## src/msar_pkg.sv

```systemverilog
// ----------------------------------------------------------------------------
// msar_pkg: shared types and codes for the MIPS subset ALU / register file
// Opcode and funct codes, register file geometry, and the result struct.
// ----------------------------------------------------------------------------
package msar_pkg;

  localparam int REG_COUNT = 32;
  localparam int REG_AW    = 5;
  localparam int DATA_W    = 32;

  // opcodes, instruction bits 31..26
  localparam logic [5:0] OP_RTYPE = 6'd0;
  localparam logic [5:0] OP_ADDI  = 6'd8;
  localparam logic [5:0] OP_ADDIU = 6'd9;
  localparam logic [5:0] OP_ANDI  = 6'd12;
  localparam logic [5:0] OP_ORI   = 6'd13;

  // funct codes, instruction bits 5..0
  localparam logic [5:0] FN_ADD  = 6'd32;
  localparam logic [5:0] FN_ADDU = 6'd33;
  localparam logic [5:0] FN_SUB  = 6'd34;
  localparam logic [5:0] FN_SUBU = 6'd35;
  localparam logic [5:0] FN_AND  = 6'd36;
  localparam logic [5:0] FN_OR   = 6'd37;

  typedef struct packed {
    logic              wrote;
    logic              unsup;
    logic [REG_AW-1:0] idx;
    logic [DATA_W-1:0] val;
  } res_t;

endpackage

```

## src/msar_ram.sv

```systemverilog
// ----------------------------------------------------------------------------
// msar_ram: generic single-write, single-read synchronous RAM
// Read data is registered and only updates when the read enable is high.
// ----------------------------------------------------------------------------
module msar_ram #(
  parameter int WIDTH = 32,
  parameter int DEPTH = 32
) (
  input  logic                     clk,
  input  logic                     we,
  input  logic [$clog2(DEPTH)-1:0] waddr,
  input  logic [WIDTH-1:0]         wdata,
  input  logic                     re,
  input  logic [$clog2(DEPTH)-1:0] raddr,
  output logic [WIDTH-1:0]         rdata
);

  logic [WIDTH-1:0] mem [DEPTH];

  always_ff @(posedge clk) begin
    if (we) begin
      mem[waddr] <= wdata;
    end
    if (re) begin
      rdata <= mem[raddr];
    end
  end

endmodule

```

## src/mips_subset_alu_regfile.sv

```systemverilog
// ----------------------------------------------------------------------------
// mips_subset_alu_regfile: execute stage for a MIPS32 ALU subset
// Decodes R-type and I-type words, runs add/sub/and/or and their immediate
// forms on a 32 x 32-bit register file, and reports each register write.
// ----------------------------------------------------------------------------
//
//  channel | dir | tdata                          | tuser
//  --------+-----+--------------------------------+----------------------
//  in_     | in  | instruction_word[31:0]         | -
//  out_    | out | dest_index[4:0], dest_value    | wrote, unsupported
//
//  One item per cycle while the output is not stalled; the stages are register
//  file read, then execute and writeback into the output register.
//  The register file sits in two RAM copies, one per source operand; a
//  result written at the same edge as the next read is forwarded.
//  Reset clears per-register valid bits, so every register reads zero.
//  A stalled output holds the execute stage and the RAM read data; input
//  is still taken while the output register is full and being drained.
//
module mips_subset_alu_regfile (
  input  logic        clk,
  input  logic        rst_n,
  input  logic        in_tvalid,
  output logic        in_tready,
  input  logic [31:0] in_tdata,   // [31:0] instruction_word
  output logic        out_tvalid,
  input  logic        out_tready,
  output logic [39:0] out_tdata,  // [4:0] dest_index, [36:5] dest_value, zero pad
  output logic [1:0]  out_tuser   // [0] wrote, [1] unsupported
);

  localparam int AW = msar_pkg::REG_AW;
  localparam int DW = msar_pkg::DATA_W;

  logic                  in_fire;
  logic                  s1_adv;
  logic                  out_free;

  logic                  s1_valid_r;
  logic [31:0]           s1_instr_r;

  logic                  fwd_en_r;
  logic [AW-1:0]         fwd_idx_r;
  logic [DW-1:0]         fwd_data_r;

  logic [msar_pkg::REG_COUNT-1:0] valid_r;

  logic                  out_valid_r;
  msar_pkg::res_t        out_r;
  msar_pkg::res_t        res;

  logic [DW-1:0]         rd_a;
  logic [DW-1:0]         rd_b;
  logic [DW-1:0]         op_a;
  logic [DW-1:0]         op_b;

  logic [5:0]            s1_opc;
  logic [5:0]            s1_fn;
  logic [AW-1:0]         s1_rs;
  logic [AW-1:0]         s1_rt;
  logic [AW-1:0]         s1_rd;
  logic [15:0]           s1_imm;

  assign out_free  = !out_valid_r || out_tready;
  assign s1_adv    = s1_valid_r && out_free;
  assign in_tready = !s1_valid_r || out_free;
  assign in_fire   = in_tvalid && in_tready;

  assign s1_opc = s1_instr_r[31:26];
  assign s1_rs  = s1_instr_r[25:21];
  assign s1_rt  = s1_instr_r[20:16];
  assign s1_rd  = s1_instr_r[15:11];
  assign s1_fn  = s1_instr_r[5:0];
  assign s1_imm = s1_instr_r[15:0];

  msar_ram #(
    .WIDTH(DW),
    .DEPTH(msar_pkg::REG_COUNT)
  ) u_ram_a (
    .clk  (clk),
    .we   (s1_adv && res.wrote),
    .waddr(res.idx),
    .wdata(res.val),
    .re   (in_fire),
    .raddr(in_tdata[25:21]),
    .rdata(rd_a)
  );

  msar_ram #(
    .WIDTH(DW),
    .DEPTH(msar_pkg::REG_COUNT)
  ) u_ram_b (
    .clk  (clk),
    .we   (s1_adv && res.wrote),
    .waddr(res.idx),
    .wdata(res.val),
    .re   (in_fire),
    .raddr(in_tdata[20:16]),
    .rdata(rd_b)
  );

  // operand select: same-edge write wins, else RAM data if ever written
  always_comb begin
    if (fwd_en_r && (fwd_idx_r == s1_rs)) begin
      op_a = fwd_data_r;
    end else if (valid_r[s1_rs]) begin
      op_a = rd_a;
    end else begin
      op_a = '0;
    end
    if (fwd_en_r && (fwd_idx_r == s1_rt)) begin
      op_b = fwd_data_r;
    end else if (valid_r[s1_rt]) begin
      op_b = rd_b;
    end else begin
      op_b = '0;
    end
  end

  always_comb begin
    res.wrote = 1'b1;
    res.unsup = 1'b0;
    res.idx   = s1_rt;
    res.val   = '0;
    if (s1_opc == msar_pkg::OP_RTYPE) begin
      res.idx = s1_rd;
      unique case (s1_fn) inside
        msar_pkg::FN_ADD, msar_pkg::FN_ADDU: res.val = op_a + op_b;
        msar_pkg::FN_SUB, msar_pkg::FN_SUBU: res.val = op_a - op_b;
        msar_pkg::FN_AND:                    res.val = op_a & op_b;
        msar_pkg::FN_OR:                     res.val = op_a | op_b;
        default: begin
          res.wrote = 1'b0;
          res.unsup = 1'b1;
          res.idx   = '0;
        end
      endcase
    end else begin
      unique case (s1_opc) inside
        msar_pkg::OP_ADDI, msar_pkg::OP_ADDIU: begin
          res.val = op_a + {{(DW-16){s1_imm[15]}}, s1_imm};
        end
        msar_pkg::OP_ANDI: res.val = op_a & {{(DW-16){1'b0}}, s1_imm};
        msar_pkg::OP_ORI:  res.val = op_a | {{(DW-16){1'b0}}, s1_imm};
        default: begin
          res.wrote = 1'b0;
          res.unsup = 1'b1;
          res.idx   = '0;
        end
      endcase
    end
  end

  always_ff @(posedge clk) begin
    if (!rst_n) begin
      s1_valid_r  <= 1'b0;
      out_valid_r <= 1'b0;
      fwd_en_r    <= 1'b0;
      valid_r     <= '0;
    end else begin
      if (in_fire) begin
        s1_valid_r <= 1'b1;
      end else if (s1_adv) begin
        s1_valid_r <= 1'b0;
      end
      if (s1_adv) begin
        out_valid_r <= 1'b1;
      end else if (out_tready) begin
        out_valid_r <= 1'b0;
      end
      // capture the write that lands on the same edge as this read
      if (in_fire) begin
        fwd_en_r <= s1_adv && res.wrote;
      end
      if (s1_adv && res.wrote) begin
        valid_r[res.idx] <= 1'b1;
      end
    end
  end

  always_ff @(posedge clk) begin
    if (in_fire) begin
      s1_instr_r <= in_tdata;
      fwd_idx_r  <= res.idx;
      fwd_data_r <= res.val;
    end
    if (s1_adv) begin
      out_r <= res;
    end
  end

  assign out_tvalid = out_valid_r;
  assign out_tdata  = {3'b000, out_r.val, out_r.idx};
  assign out_tuser  = {out_r.unsup, out_r.wrote};

endmodule
```

## config.mk

```make
export PLATFORM = sky130hd
export DESIGN_NAME = mips_subset_alu_regfile
export DESIGN_NICKNAME = d
export VERILOG_FILES = /design/src/msar_pkg.sv /design/src/msar_ram.sv /design/src/mips_subset_alu_regfile.sv
export SDC_FILE = /design/constraint.sdc
export NUM_CORES = 2
export LEC_CHECK = 0
export CELL_PAD_IN_SITES_DETAIL_PLACEMENT = 1
export CELL_PAD_IN_SITES_GLOBAL_PLACEMENT = 1
export CORE_UTILIZATION = 56
export DETAILED_ROUTE_END_ITERATION = 6
export DONT_BUFFER_PORTS = 1
export PLACE_DENSITY_LB_ADDON = 0.15
export SETUP_SLACK_MARGIN = 0.5
export SLEW_MARGIN = 10
export SYNTH_ARGS = -nofsm -noshare
export SYNTH_HDL_FRONTEND = slang
export SYNTH_SLANG_ARGS = --single-unit
```

## constraint.sdc

```tcl
create_clock -name clk -period 7.8 [get_ports clk]
set_input_delay 1.56 -clock clk [delete_from_list [all_inputs] [get_ports clk]]
set_output_delay 1.56 -clock clk [all_outputs]
set_load 0.02 [all_outputs]
```

==> results.md <==
* Status: finished clean
* Full die area at 109000 µm²
* Initial DRC count at 5115
* Hold Fails Final Rpt at 0
* Worst-margin pin slew at 1.27 ns
* Req. time, crit path at 8.32 ns
* Slew headroom at 0.151
* Cell Area, Synth at 60200 µm²
* Nets at 3388
* Area leader, netlist: edfxtp_1
* Share of cells above drive strength 1 at 0.320
* First-pass GRT wire length at 273 mm
* PwrDens at 224 nW/µm²
* Crit. End Element: flop
* Fin. max-slew vios at 0
* Cells after Synth at 3247
* Max Cap Viol at 0
* Num CTS Buffers at 133
* Height of the die at 330 µm
* Most frequent cell after synthesis: edfxtp_1
* Avg Inst Size Synth at 18.6 µm²
* Clock Skews at 0.0354 ns
* Ys async rst share at 0
* Fin worst setup slack at 0.990 ns
* Synth warn at 0
* Final Non-Filler Cells at 4767
* CTS Buffer Depth at 3
* # H-tree levels at 4
* Min Tclk post-route at 6.81 ns
* Crit path kind: reg2reg
* Post CTS Setup Buffer Count at 0
* Register area share after synthesis at 0.608
* Worst-skew pair later-pin latency at 0.76 ns
* Maximum clock rate at 147 MHz
* Hold WC Path Type: reg2reg
* Ys flop type: edfxtp_1
* Via Count at 36024
* Total Wirelength at 194 mm
* CTS sink cnt at 1231
* Leak at 22.0 nW
* Largest net degree at the start of global routing at 258
* CTS tree: built
* CTS root buf: clkbuf_16
* I/O pins at 80
* Reg area at 36600 µm²
* Vias/cell at 7.56
* Endpoints failing setup at 0
* Clk slew on worst S/H paths at 0.06 ns
* Placed insts at 4523
* Setup TNS Final at 0 ns
* Peak supply drop at 0.206 mV
* Dpl ws at 0.926 ns
* Unrepaired setup endpoints after global routing: false
* RD Place Congestion at 0.918
* Design Power at 15.0 mW
* Initial Util at 0.568
* Cell variety after synth at 82
* Die X at 330 µm
* ANT nets after route at 0
* DRC Markers at 0
* Top cell type's share of synthesized area at 0.596
* Area grow syn2layout at 10.7%
* Most instantiated cells after synthesis: 1196 x edfxtp_1, 648 x mux4_2, 156 x clkbuf_1
* Site row count at 119
* Crit path max fanout at 33
* Total GRT Usage at 0.363
* Final Cycle Share at 0.873
* Initial antenna violation count at 15
* Grt ovf at 0
* Number of global-route vias before repair at 36868
* PostCTS Resize Cnt at 0
* Worst Setup Start Kind: flop
* Top post-synthesis cells by area: edfxtp_1 60%, mux4_2 24%, ha_1 1.6%
* Crit path DAT at 7.33 ns
* Filler cell count at 8826
* Final HPWL from detailed placement at 114 mm
* Core Area at 106000 µm²
* Post-synth EDFFs at 1196
* Port Buf Inserts at 0
* #FFs+latches synth at 1231
* Drt wl/cell at 40.6 µm
* DRT Pass-1 Iters at 5
* Multi-input gate area at 23000 µm²
* Hold-fix buffers, CTS at 0
## path summary, 6_finish.rpt
path                                     start             endpoint  slack, ns  cells after the start
worst min register to register      valid_r[8]           valid_r[8]       0.51                      1
worst min-delay path                valid_r[8]           valid_r[8]       0.51                      1
worst max-delay path            s1_instr_r[22]  u_ram_b.mem[23][30]       0.99                     19
worst max register to register  s1_instr_r[22]  u_ram_b.mem[23][30]       0.99                     19
## state kept, by name, indices dropped and copies added (netlist names)
| signal | flops |
|---|---|
| valid_r | 32 |
| s1_valid_r | 1 |
| fwd_idx_r | 5 |
| out_tdata | 37 |
| u_ram_b.mem | 992 |
| fwd_data_r | 32 |
| u_ram_b.rdata | 32 |
| u_ram_a.rdata | 32 |
| out_tuser | 2 |
| s1_instr_r | 32 |
| fwd_en_r | 1 |
| out_tvalid | 1 |
| u_ram_a.mem | 32 |
## cells in the final DEF (no fill, tap or decap), types with 11 or more instances in the layout
| master | n |
|---|---|
| clkinv_1 | 21 |
| xor2_1 | 45 |
| nand3_1 | 21 |
| maj3_1 | 25 |
| a31oi_1 | 15 |
| mux2i_1 | 40 |
| ha_1 | 77 |
| a21o_1 | 47 |
| a22oi_1 | 51 |
| mux2_2 | 64 |
| nor2_4 | 32 |
| xnor2_1 | 45 |
| edfxtp_1 | 1196 |
| nand2_1 | 90 |
| dfxtp_1 | 35 |
| a22o_1 | 37 |
| o21ai_0 | 67 |
| clkbuf_16 | 136 |
| o21bai_1 | 12 |
| o21a_1 | 42 |
| clkbuf_1 | 28 |
| nand2b_1 | 11 |
| nor2_1 | 72 |
| clkinv_2 | 19 |
| and3_1 | 11 |
| mux4_2 | 648 |
| nor3_1 | 17 |
| a21oi_1 | 80 |
| o211ai_1 | 12 |
| inv_1 | 62 |
| buf_4 | 94 |
## final cells by class
type	instances	share of cell area
Sequential cell	1231	0.549
Multi-Input combinational cell	1740	0.344
Clock buffer	168	0.0534
Tap cell	1391	0.0261
Timing Repair Buffer	104	0.0140
Clock inverter	69	0.00990
Inverter	63	0.00362
Antenna cell	1	0.0000375
## worst max-delay path, cell delays in order, from the launching register on
cell	delay (ns)
edfxtp_1	0.98
mux2i_1	0.19
mux4_2	0.49
and3b_1	0.22
nor4b_4	0.61
buf_4	0.45
a22o_1	0.29
inv_1	0.09
ha_1	0.36
a21o_1	0.18
a21oi_1	0.14
o21bai_1	0.08
a21oi_1	0.21
a21boi_0	0.24
o31a_1	0.37
o21ai_0	0.40
a21oi_1	0.18
nor4_1	0.48
nand4b_1	0.21
buf_4	0.35
## cells by family (layout without fill, tap and decap cells)
family,count (synthesis),count (layout),share of synthesized area
AOI/OAI and AO/OA,463,463,0.0530
xor gates and xnor gates,90,90,0.0131
adders and majority gates,104,104,0.0208
buffers and inverters,278,404,0.0180
DFF,1231,1231,0.608
muxes,753,753,0.261
other,1,4,0.0000623
and+or+nand+nor,327,327,0.0260
## layer usage
layer	routed length, µm	vias up	share of wire	GRT usage
met1	72000	19261	0.37	0.509
met2	93100	2432	0.48	0.571
li1	-	13900	-	-
met4	7530	8	0.039	0.136
met5	55	-	0.00028	0
met3	20900	423	0.11	0.0721
## per-stage QoR
step	utilization	area, µm²	hold WS [ns]
3_5_place_dp	0.588	62300	0.493
3_3_place_gp	0.588	62300	0.490
2_1_floorplan	-	60200	0.461
5_1_grt	0.629	66700	0.519
6_report	0.629	66700	0.506
4_1_cts	0.628	66600	0.507
## power breakdown
part           internal (mW)  leakage (nW)  total [mW]  switching [mW]
Sequential              7.28          11.6        7.37          0.0879
Combinational          0.664          8.36        1.42           0.761
Clock                   3.55          2.06        6.18            2.63
Total                   11.5          22.0        15.0            3.48
No activity file was read; power rests on OpenSTA's default activity.
